**config.mk**
```make
export PLATFORM = sky130hd
export DESIGN_NAME = command_frame_receiver
export DESIGN_NICKNAME = d
export VERILOG_FILES = /design/src/design/cfr_pkg.sv /design/src/design/cfr_cfg_regs.sv /design/src/design/cfr_frame_parser.sv /design/src/design/command_frame_receiver.sv
export VERILOG_INCLUDE_DIRS = /design/src /design/src/design
export SDC_FILE = /design/constraint.sdc
export NUM_CORES = 1
export LEC_CHECK = 0
export BUFFER_PORTS_ARGS = -buffer_cell sky130_fd_sc_hd__buf_4
export CAP_MARGIN = 10
export CORE_UTILIZATION = 33
export DETAILED_ROUTE_END_ITERATION = 10
export HOLD_SLACK_MARGIN = 0.02
export PLACE_DENSITY = 0.65
export REMOVE_ABC_BUFFERS = 1
export SKIP_CTS_REPAIR_TIMING = 1
export SLEW_MARGIN = 20
export SYNTH_ARGS = -nofsm -noshare
export SYNTH_HDL_FRONTEND = slang
export SYNTH_SLANG_ARGS = --single-unit
```
**constraint.sdc**
```tcl
create_clock -name clk -period 5.71 [get_ports clk]
set_input_delay 0.2855 -clock clk [delete_from_list [all_inputs] [get_ports clk]]
set_output_delay 0.2855 -clock clk [all_outputs]
set_load 0.02 [all_outputs]
```
**src/design/command_frame_receiver_defines.svh**
```systemverilog
// Assertion macros for the command frame receiver.
// Used by the top level; each macro expects signals named clk and rst in scope.
`ifndef COMMAND_FRAME_RECEIVER_DEFINES_SVH
`define COMMAND_FRAME_RECEIVER_DEFINES_SVH

// Checks a condition at every clock edge outside reset.
`define CFR_ASSERT_ALWAYS(label, cond, msg) \
  label: assert property (@(posedge clk) disable iff (rst) (cond)) else $error(msg);

// Checks that a consequent holds in the cycle where an antecedent holds.
`define CFR_ASSERT_IMPLY(label, ante, cons, msg) \
  label: assert property (@(posedge clk) disable iff (rst) (ante) |-> (cons)) else $error(msg);

// Checks that a consequent holds in the cycle after an antecedent.
`define CFR_ASSERT_NEXT(label, ante, cons, msg) \
  label: assert property (@(posedge clk) disable iff (rst) (ante) |=> (cons)) else $error(msg);

`endif

```
**src/design/cfr_pkg.sv**
```systemverilog
// Shared types and constants for the command frame receiver.
// No dependencies; used by every module of the block.
package cfr_pkg;

  localparam int unsigned ADDR_W = 3;
  localparam int unsigned DATA_W = 32;

  localparam logic REG_MAX_LEN = 1'b0;
  localparam logic [7:0] MAX_LEN_RESET = 8'd200;

  localparam logic [7:0] CMD_FULL_DATA = 8'd0;
  localparam logic [7:0] CMD_ON_TIME = 8'd1;
  localparam logic [7:0] CMD_GAMMA = 8'd2;
  localparam logic [7:0] CMD_SENSORS = 8'd3;

  localparam logic [7:0] POS_LENGTH = 8'd1;
  localparam logic [7:0] POS_DATA0 = 8'd2;
  localparam logic [7:0] POS_DATA1 = 8'd3;
  localparam logic [7:0] POS_MAX = 8'hFF;

  typedef enum logic [1:0] {
    ST_ACCEPTED = 2'd0,
    ST_BAD_CHECKSUM = 2'd1,
    ST_TOO_LONG = 2'd2,
    ST_TRUNCATED = 2'd3
  } status_t;

  typedef enum logic [2:0] {
    ACT_NONE = 3'd0,
    ACT_FULL_DATA = 3'd1,
    ACT_ON_TIME = 3'd2,
    ACT_GAMMA = 3'd3,
    ACT_SENSOR_POWER = 3'd4
  } action_t;

  typedef enum logic [1:0] {
    CK_NONE = 2'd0,
    CK_MATCH = 2'd1,
    CK_MISMATCH = 2'd2
  } ck_code_t;

  typedef struct packed {
    logic [7:0] rx_byte;
    logic       last_byte;
  } in_item_t;

  typedef struct packed {
    logic [1:0]         status;
    logic [7:0]         command_id;
    logic [2:0]         action;
    logic signed [15:0] on_time_value;
    logic [7:0]         gamma_setting;
    logic               sensors_on;
    logic               send_ack;
  } out_item_t;

endpackage

```
**src/design/cfr_cfg_regs.sv**
```systemverilog
// Configuration register file of the command frame receiver (APB-style port).
// Depends on cfr_pkg.
module cfr_cfg_regs (
  input  logic                       clk,
  input  logic                       rst,
  input  logic                       psel,
  input  logic                       penable,
  input  logic                       pwrite,
  input  logic [cfr_pkg::ADDR_W-1:0] paddr,
  input  logic [cfr_pkg::DATA_W-1:0] pwdata,
  output logic [cfr_pkg::DATA_W-1:0] prdata,
  output logic                       pready,
  output logic [7:0]                 max_len
);

  logic reg_sel;

  assign pready = 1'b1;
  assign reg_sel = (paddr[cfr_pkg::ADDR_W-1] == cfr_pkg::REG_MAX_LEN);

  always_ff @(posedge clk) begin
    if (rst) begin
      max_len <= cfr_pkg::MAX_LEN_RESET;
    end else if (psel && penable && pwrite && pready && reg_sel) begin
      max_len <= pwdata[7:0];
    end
  end

  always_comb begin
    prdata = '0;
    if (reg_sel) begin
      prdata = {{(cfr_pkg::DATA_W - 8){1'b0}}, max_len};
    end
  end

endmodule

```
**src/design/cfr_frame_parser.sv**
```systemverilog
// Input register and per-byte message state of the command frame receiver.
// Produces one decoded result on the last byte of a message. Depends on cfr_pkg.
module cfr_frame_parser (
  input  logic               clk,
  input  logic               rst,
  input  logic               in_valid,
  output logic               in_ready,
  input  cfr_pkg::in_item_t  in_item,
  input  logic [7:0]         max_len,
  input  logic               res_free,
  output logic               res_fire,
  output cfr_pkg::out_item_t res_item
);

  logic              in_q_valid;
  cfr_pkg::in_item_t in_q;
  logic              step;

  logic [7:0]        byte_position;
  logic [7:0]        held_command;
  logic [7:0]        held_length;
  logic [7:0]        running_sum;
  logic [15:0]       first_data_pair;
  cfr_pkg::ck_code_t checksum_result;
  logic              overlong_flag;

  logic [7:0]        byte_position_next;
  logic [7:0]        held_command_next;
  logic [7:0]        held_length_next;
  logic [7:0]        running_sum_next;
  logic [15:0]       first_data_pair_next;
  cfr_pkg::ck_code_t checksum_result_next;
  logic              overlong_flag_next;

  logic [8:0]        ck_pos;
  logic [7:0]        b;
  cfr_pkg::status_t  status;

  assign step = in_q_valid && (!in_q.last_byte || res_free);
  assign in_ready = !in_q_valid || step;
  assign res_fire = step && in_q.last_byte;
  assign b = in_q.rx_byte;
  assign ck_pos = {1'b0, held_length} + 9'd2;

  always_ff @(posedge clk) begin
    if (rst) begin
      in_q_valid <= 1'b0;
    end else if (in_ready) begin
      in_q_valid <= in_valid;
    end
  end

  always_ff @(posedge clk) begin
    if (in_ready && in_valid) begin
      in_q <= in_item;
    end
  end

  always_comb begin
    overlong_flag_next = overlong_flag || (byte_position == cfr_pkg::POS_MAX) ||
                         (byte_position >= max_len);
    held_command_next = (byte_position == 8'd0) ? b : held_command;
    held_length_next = (byte_position == cfr_pkg::POS_LENGTH) ? b : held_length;
    running_sum_next = running_sum;
    checksum_result_next = checksum_result;
    if ((byte_position >= cfr_pkg::POS_DATA0) && (checksum_result == cfr_pkg::CK_NONE)) begin
      if ({1'b0, byte_position} < ck_pos) begin
        running_sum_next = running_sum + b;
      end else if ({1'b0, byte_position} == ck_pos) begin
        checksum_result_next = (~running_sum == b) ? cfr_pkg::CK_MATCH : cfr_pkg::CK_MISMATCH;
      end
    end
    first_data_pair_next = first_data_pair;
    if (byte_position == cfr_pkg::POS_DATA0) begin
      first_data_pair_next[7:0] = b;
    end else if (byte_position == cfr_pkg::POS_DATA1) begin
      first_data_pair_next[15:8] = b;
    end
    byte_position_next = (byte_position == cfr_pkg::POS_MAX) ? byte_position
                                                              : byte_position + 8'd1;
  end

  always_comb begin
    if (overlong_flag_next) begin
      status = cfr_pkg::ST_TOO_LONG;
    end else if (checksum_result_next == cfr_pkg::CK_NONE) begin
      status = cfr_pkg::ST_TRUNCATED;
    end else if (checksum_result_next == cfr_pkg::CK_MISMATCH) begin
      status = cfr_pkg::ST_BAD_CHECKSUM;
    end else begin
      status = cfr_pkg::ST_ACCEPTED;
    end
  end

  always_comb begin
    res_item = '0;
    res_item.status = status;
    res_item.command_id = held_command_next;
    if (status == cfr_pkg::ST_ACCEPTED) begin
      unique case (held_command_next)
        cfr_pkg::CMD_FULL_DATA: begin
          res_item.action = cfr_pkg::ACT_FULL_DATA;
        end
        cfr_pkg::CMD_ON_TIME: begin
          res_item.action = cfr_pkg::ACT_ON_TIME;
          res_item.on_time_value = $signed(first_data_pair_next);
          res_item.send_ack = 1'b1;
        end
        cfr_pkg::CMD_GAMMA: begin
          res_item.action = cfr_pkg::ACT_GAMMA;
          res_item.gamma_setting = first_data_pair_next[7:0];
          res_item.send_ack = 1'b1;
        end
        cfr_pkg::CMD_SENSORS: begin
          res_item.action = cfr_pkg::ACT_SENSOR_POWER;
          res_item.sensors_on = (first_data_pair_next[7:0] == 8'd1);
        end
        default: begin
          res_item.action = cfr_pkg::ACT_NONE;
        end
      endcase
    end
  end

  always_ff @(posedge clk) begin
    if (rst || res_fire) begin
      byte_position <= '0;
      held_command <= '0;
      held_length <= '0;
      running_sum <= '0;
      first_data_pair <= '0;
      checksum_result <= cfr_pkg::CK_NONE;
      overlong_flag <= 1'b0;
    end else if (step) begin
      byte_position <= byte_position_next;
      held_command <= held_command_next;
      held_length <= held_length_next;
      running_sum <= running_sum_next;
      first_data_pair <= first_data_pair_next;
      checksum_result <= checksum_result_next;
      overlong_flag <= overlong_flag_next;
    end
  end

endmodule

```
**src/design/command_frame_receiver.sv**
```systemverilog
// Top level of the command frame receiver: configuration, parser and result register.
// Depends on cfr_pkg, cfr_cfg_regs, cfr_frame_parser and the assertion macro header.
//
// Channel   Direction  Handshake                      Payload
// input     in         in_valid / in_ready            in_item (cfr_pkg::in_item_t)
// output    out        out_valid / out_ready          out_item (cfr_pkg::out_item_t)
// config    in         psel, penable, pwrite, pready  paddr, pwdata, prdata
//
// One byte is taken every cycle unless a last byte waits in the input register for the result register.
// The rate is set by the single parser stage between the input and result registers.
// Reset clears the message state and sets max_message_length to 200.
// While a result waits, bytes keep flowing until the next last byte needs the register.
`include "command_frame_receiver_defines.svh"

module command_frame_receiver (
  input  logic                       clk,
  input  logic                       rst,
  input  logic                       in_valid,
  output logic                       in_ready,
  input  cfr_pkg::in_item_t          in_item,
  output logic                       out_valid,
  input  logic                       out_ready,
  output cfr_pkg::out_item_t         out_item,
  input  logic                       psel,
  input  logic                       penable,
  input  logic                       pwrite,
  input  logic [cfr_pkg::ADDR_W-1:0] paddr,
  input  logic [cfr_pkg::DATA_W-1:0] pwdata,
  output logic [cfr_pkg::DATA_W-1:0] prdata,
  output logic                       pready
);

  logic               res_free;
  logic               res_fire;
  cfr_pkg::out_item_t res_item;
  logic [7:0]         max_len;

  cfr_cfg_regs u_cfg (
    .clk     (clk),
    .rst     (rst),
    .psel    (psel),
    .penable (penable),
    .pwrite  (pwrite),
    .paddr   (paddr),
    .pwdata  (pwdata),
    .prdata  (prdata),
    .pready  (pready),
    .max_len (max_len)
  );

  cfr_frame_parser u_parser (
    .clk      (clk),
    .rst      (rst),
    .in_valid (in_valid),
    .in_ready (in_ready),
    .in_item  (in_item),
    .max_len  (max_len),
    .res_free (res_free),
    .res_fire (res_fire),
    .res_item (res_item)
  );

  assign res_free = !out_valid || out_ready;

  always_ff @(posedge clk) begin
    if (rst) begin
      out_valid <= 1'b0;
    end else if (res_fire) begin
      out_valid <= 1'b1;
    end else if (out_ready) begin
      out_valid <= 1'b0;
    end
  end

  always_ff @(posedge clk) begin
    if (res_fire) begin
      out_item <= res_item;
    end
  end

  `CFR_ASSERT_IMPLY(a_reject_no_action, out_valid && (out_item.status != cfr_pkg::ST_ACCEPTED), (out_item.action == cfr_pkg::ACT_NONE) && !out_item.send_ack, "Rejected message carries an action.")
  `CFR_ASSERT_IMPLY(a_ack_actions, out_valid && out_item.send_ack, (out_item.action == cfr_pkg::ACT_ON_TIME) || (out_item.action == cfr_pkg::ACT_GAMMA), "Acknowledge flagged for a command that takes none.")
  `CFR_ASSERT_IMPLY(a_sensors_action, out_valid && out_item.sensors_on, out_item.action == cfr_pkg::ACT_SENSOR_POWER, "Sensor power flag without sensor power action.")
  `CFR_ASSERT_NEXT(a_result_loaded, res_fire, out_valid, "Result lost on its way to the output register.")

endmodule

```
### Word-level counts from Yosys, hierarchy flattened

Cells that the tools add are included.

* register bits after elaboration: 109
* bits of input ports: 51
* output and inout port bits: 74
* word-level logic and storage cells: 84

* add/sub/neg operators: 3
* magnitude comparators: 3
* eq/ne operators: 11
* mux-type cells: 16
* bitwise gates (word level): 3
* reductions and logical operators: 29

Operators by type and width (count)
* $mux W8: 5
* $eq A8 B2 Y1 const B: 4
* $eq A8 B1 Y1 const B: 3
* $logic_not A8 Y1: 2
* $mux W2: 6
* $pmux W3 S4: 1
* $reduce_and A2 Y1: 5
* $add A8 B2 Y9 const B: 1
* $eq A8 B9 Y1: 1
* $lt A8 B9 Y1: 1
* $add A8 B1 Y8 const B: 1
* $add A8 B8 Y8: 1
* $eq A8 B8 Y1: 1
* $eq A8 B8 Y1 const B: 1
* $ge A8 B2 Y1 const B: 1
* $ge A8 B8 Y1: 1
* $not A8 Y8: 1
* $logic_and A1 B1 Y1: 7
* $logic_not A2 Y1: 3
* $logic_or A1 B1 Y1: 6
* $mux W1: 4
* $logic_not A1 Y1: 3
* $reduce_and A3 Y1: 1
* $eq A2 B2 Y1 const B: 1
* 3 further kinds: 4

### Longest topological paths before layout

* word-level depth: 12
* depth in mapped cells: 12

### Cells and area by module

Synthesis repeated with hierarchy kept, for this count alone.

* cells, all modules: 550
* area total of the unflattened synthesis: 5661.7 um^2

Modules (own cells, without submodules)
* cfr_frame_parser: times used 1, cells each 437, area an instance 3828.7 um^2, sequential area each 1311.3 um^2
* command_frame_receiver: times used 1, cells each 43, area an instance 1217.4 um^2, sequential area each 1191.1 um^2
* cfr_cfg_regs: times used 1, cells each 70, area an instance 615.6 um^2, sequential area each 160.2 um^2

### Worst setup path before layout

OpenSTA, ideal clock, no wires.

* path type: register -> register
* start: register u_parser.held_length[1]
* end: register out_item[15] (netlist bit) (data pin)
* library setup time: 0.140 ns
* arrival: 2.552 ns
* setup slack: 3.018 ns
* cell stages (with the launch flop): 13
* path buffers: 1
* path through: dfxtp_1 ha_1 and3_1 nand3_1 xor2_1 ha_1 nand3_1 a41oi_1 o31ai_1 a211oi_1 o221ai_2 buf_6 nor2_1

* cells in the longest elaborated chain, start to end: 11

Ends and longest elaborated chain
* start, declared: line cfr_frame_parser.sv:21 `logic [7:0] held_length;`
* start signal, assigned: line cfr_frame_parser.sv:137 `held_length <= held_length_next;`
* $add A8 B2 Y9 (*): line cfr_frame_parser.sv:43 `assign ck_pos = {1'b0, held_length} + 9'd2;`
* branches (longest 2 deep; another with $lt A8 B9 Y1)
* $mux W2 (*): line cfr_frame_parser.sv:67 `if ({1'b0, byte_position} < ck_pos) begin`
* $mux W2 (*): line cfr_frame_parser.sv:66 `if ((byte_position >= cfr_pkg::POS_DATA0) && (checksum_result == cfr_pkg::CK_NONE)) begin`
* $eq A2 B2 Y1: line cfr_frame_parser.sv:88 `end else if (checksum_result_next == cfr_pkg::CK_MISMATCH) begin`
* $mux W1: line cfr_frame_parser.sv:88
* $mux W2 (*): line cfr_frame_parser.sv:86 `end else if (checksum_result_next == cfr_pkg::CK_NONE) begin`
* $mux W2 (*): line cfr_frame_parser.sv:84 `if (overlong_flag_next) begin`
* $logic_not A2 Y1 (*): line cfr_frame_parser.sv:99 `if (status == cfr_pkg::ST_ACCEPTED) begin`
* $reduce_and A2 Y1 (no line) (*)
* end signal, assigned: line command_frame_receiver.sv:77 `out_item <= res_item;`
* end, declared: line command_frame_receiver.sv:23 `output cfr_pkg::out_item_t out_item,`

Mark *: on every way between the ends.
A chain may end at the register's enable or synchronous reset.

### Worst setup path in the final report

* start: register u_parser.held_length[1]
* end: register out_item[16] (netlist bit) (data pin)

Same word-level chain as after synthesis.

==> implementation parameters <==
Parameter                              Value

Outcome
  Status    finished clean

Critical path
  Critical path endpoint    out_item[16]
  Critical Path Start    u_parser.held_length[1]
  CP Capture Type    register
  Capture point of the worst reg-to-reg path    out_item[16]
  Reg2Reg Launch Point    u_parser.held_length[1]
  Critical path startpoint category    register
  Crit path kind    reg -> reg
  Critical-path maximum fanout    15
  Data arrival time of the critical path    3370 ps
  Worst R2R Setup Slack    approximately 2500 ps
  Worst r2r path cells    11
  Required time worst endpoint    a little under 6000 ps

Final layout
  Core occupancy in the finished layout    0.396
  Number of diodes    0
  Layout-stage area growth over the synthesis result    16.1%
  Net count, final    between 600 and 700
  Ratio of cells with drive above 1 in the final layout    0.166

Global routing
  Total gr overflow    0
  Routing layer with the top usage in global route    met2
  Met2 demand-to-capacity share in global routing    0.239
  Antenna violations before repair    0
  Pin count of the biggest net entering global routing    50
  Met1 Resource Use GR    0.178
  Wire length of the first global-routing pass    ~19000 um
  Global routing met3 resource utilization    0.0220
  Number of global-route vias before repair    3785
  Aggregate global-route resource usage    0.143

Detailed routing
  DRC viols    0
  Pre-antenna DRT Iters    4
  Vias after detailed routing    4051
  Aggregate routed wire length    11600 um
  Detail Route Antenna Nets    0
  Via density per instance    4.89
  Detailed-route wire length per cell    14.0 um
  Number of DRC markers after the initial detailed-route iteration    272

CTS
  Clock latency at the later pin of the worst-skew pair    360 ps
  Clock slew seen by the registers of the worst setup and hold paths    70 ps
  Sink count of the clock tree    109
  Clock tree root driver cell    sky130_fd_sc_hd__clkbuf_16
  Maximum number of buffers from clock root to sink    2
  CTS Buf Count    9
  TritonCTS clock tree    built
  Number of H-tree branching levels    3

Yosys
  Share of Yosys cell area claimed by the top area cell type    0.264
  Flop and latch count out of synthesis    109
  Count of warnings emitted by yosys    0
  Largest area contributor in the synthesized netlist    sky130_fd_sc_hd__edfxtp_1
  Post-synthesis cell area    0.00546 mm^2
  Average cell area after synthesis    9.89 um^2
  Number of synthesized flops with an enable pin    48
  Post-synthesis async set-or-reset flop share    0
  Top cells by area in the synthesized netlist    sky130_fd_sc_hd__edfxtp_1 26%, sky130_fd_sc_hd__dfxtp_1 22%, sky130_fd_sc_hd__ha_1 6.4%, sky130_fd_sc_hd__nor2_1 6.3%, sky130_fd_sc_hd__mux2i_1 6.2%
  Share of the yosys chip area belonging to registers    0.488
  Post-synthesis cell type count    58
  Number of instances in the synthesized netlist    roughly 550
  Flip-flop cell with the highest count after synthesis    sky130_fd_sc_hd__dfxtp_1

Job
  Max-cap violations    0

Timing
  Worst clock skew    a little over 10 ps
  Final number of setup-violating endpoints    0
  Fmax    0.316 GHz
  Post-route minimum period    3160 ps
  Setup tns final    0 ps
  Worst slew slack as a fraction of its limit    0.374
  Measured slew at the worst slew-check pin    939 ps
  Post-route fraction of the period consumed by the critical path    0.554
  Final-report max-slew violation count    0
  Number of hold-slack violations in the final timing report    0
  RSZ-0062 raised after global routing    false

Power and ir drop
  Leakage component of the power    2.47 nW
  Power density over the cells    249 mW/mm^2
  IR drop worst, VDD    149 uV

Placed design
  Count of input and output buffers    73
  Final weighted congestion in routability-driven placement    0.777
  Hpwl dp    ~8400 um

Floorplanning
  Die Span X    roughly 130 um
  Area enclosed by the die boundary    0.0171 mm^2
  Die Height    131 um
  Num ports    125
  Placeable Area    0.0160 mm^2
  Num rows    between 40 and 50
  Initial standard-cell utilization of the core    0.341

Hold path
  Hold WC Path Type    in -> reg
-- report_power, final --
part           internal (W)  switching (W)  leakage (nW)
logic             0.0000526      0.0000884          1.39
clock network      0.000307       0.000278         0.136
registers          0.000831      0.0000198         0.945
total               0.00119       0.000386          2.47
-- through the flow --
stage / power, W / hold slack (ps) / setup WS (ps) / cells / instance area (um^2)
finish: 0.00158 / 98.4 / 2550 / 829 / 6340
global route: 0.00163 / 89.2 / 2240 / 829 / 6340
CTS: 0.00159 / 88.2 / 2520 / 829 / 6340
detailed placement: 0.00101 / 454 / 2550 / 813 / 6070
global placement: 0.00101 / 445 / 2640 / 813 / 6070
floorplan: 0.000955 / 355 / 3040 / 524 / 5250
-- kinds of logic (layout without fill, tap and decap cells) --
logic type / after synthesis / in the layout / synth area share
AND/OR/NAND/NOR: 194 / 194 / 0.170
XOR/XNOR: 15 / 15 / 0.0241
adder cells (fa/ha/maj): 29 / 29 / 0.0678
flip-flops: 109 / 109 / 0.488
AO/OA/AOI/OAI: 92 / 92 / 0.105
other: 2 / 25 / 0.00138
multiplexers: 41 / 41 / 0.0768
buffers and inverters: 70 / 108 / 0.0676
-- worst min path at each step --
stage,cells after the start,from,slack (ps),end
floorplan,1,rst,350,out_valid
global placement,2,u_cfg.max_len[5],450,u_cfg.max_len[5]
detailed placement,2,u_cfg.max_len[2],450,u_cfg.max_len[2]
CTS,1,in_item[5],90,u_parser.b[4]
global route,1,in_item[7],90,u_parser.b[6]
finish,1,in_item[5],100,u_parser.b[4]
-- registers in the layout, summed over array words and instances, names as in the netlist --
register                  flops
u_parser.overlong_flag        1
u_parser.held_length          8
u_cfg.max_len                 8
out_valid                     1
u_parser.running_sum          8
u_parser.in_q                 1
u_parser.first_data_pair     16
u_parser.held_command         8
u_parser.b                    8
u_parser.in_q_valid           1
u_parser.checksum_result      2
out_item                     39
u_parser.byte_position        8
-- layer usage --
metal	vias to the layer above	wire, um
met4	0	228
met1	1908	5070
met2	117	5650
li1	2006	-
met5	-	0
met3	20	690
-- layout make-up --
| type | instances | area [um^2] |
|---|---|---|
| fill | 1610 | 9660 |
| inverter | 19 | 71.3 |
| clock inverter | 4 | 23.8 |
| clock buffer | 12 | 246 |
| sequential | 109 | 2660 |
| multi-input combinational | 396 | 2510 |
| tap | 216 | 270 |
| timing repair buffer | 73 | 548 |
-- worst max-delay path, stage by stage (launching register included) --
cell and delay [ps]:
sky130_fd_sc_hd__dfxtp_1 400, sky130_fd_sc_hd__ha_1 210, sky130_fd_sc_hd__and3_1 200, sky130_fd_sc_hd__nand3_1 100
sky130_fd_sc_hd__xor2_1 160, sky130_fd_sc_hd__ha_1 300, sky130_fd_sc_hd__nand3_1 80, sky130_fd_sc_hd__a41oi_1 260
sky130_fd_sc_hd__o31ai_1 180, sky130_fd_sc_hd__a211oi_1 520, sky130_fd_sc_hd__o221ai_2 390, sky130_fd_sc_hd__nor2_1 210
-- cell usage in the layout (no fill, tap or decap), types with 7 or more instances in the layout --
master	n
sky130_fd_sc_hd__buf_4	73
sky130_fd_sc_hd__ha_1	28
sky130_fd_sc_hd__dfxtp_1	61
sky130_fd_sc_hd__edfxtp_1	48
sky130_fd_sc_hd__a21oi_1	36
sky130_fd_sc_hd__nand3_1	9
sky130_fd_sc_hd__nand2_1	37
sky130_fd_sc_hd__xnor2_1	9
sky130_fd_sc_hd__nand2b_1	7
sky130_fd_sc_hd__clkbuf_16	9
sky130_fd_sc_hd__inv_1	19
sky130_fd_sc_hd__mux2i_1	34
sky130_fd_sc_hd__conb_1	25
sky130_fd_sc_hd__mux2_2	7
sky130_fd_sc_hd__o21ai_0	20
sky130_fd_sc_hd__nor2_1	91
-- synthesized netlist by cell type (3+ instances only) --
library cell and instances:
sky130_fd_sc_hd__edfxtp_1 48, sky130_fd_sc_hd__nand3_1 9, sky130_fd_sc_hd__and2_1 4, sky130_fd_sc_hd__nor3b_1 3
sky130_fd_sc_hd__and4_1 4, sky130_fd_sc_hd__nor2b_1 4, sky130_fd_sc_hd__and3_1 7, sky130_fd_sc_hd__mux2i_1 34
sky130_fd_sc_hd__nand2b_1 7, sky130_fd_sc_hd__a211o_1 3, sky130_fd_sc_hd__a211oi_1 6, sky130_fd_sc_hd__a21oi_1 36
sky130_fd_sc_hd__inv_1 19, sky130_fd_sc_hd__mux2_2 7, sky130_fd_sc_hd__nand4_1 4, sky130_fd_sc_hd__o31ai_1 3
sky130_fd_sc_hd__nor4_1 4, sky130_fd_sc_hd__o21ai_0 20, sky130_fd_sc_hd__nor2_1 91, sky130_fd_sc_hd__dfxtp_1 61
sky130_fd_sc_hd__clkbuf_1 18, sky130_fd_sc_hd__nand2_1 37, sky130_fd_sc_hd__nor3_1 6, sky130_fd_sc_hd__xnor2_1 9
sky130_fd_sc_hd__ha_1 28, sky130_fd_sc_hd__a31oi_1 4, sky130_fd_sc_hd__buf_1 3, sky130_fd_sc_hd__buf_4 25
sky130_fd_sc_hd__a21o_1 6, sky130_fd_sc_hd__xor2_1 6
(Power assumes the default switching activity.)
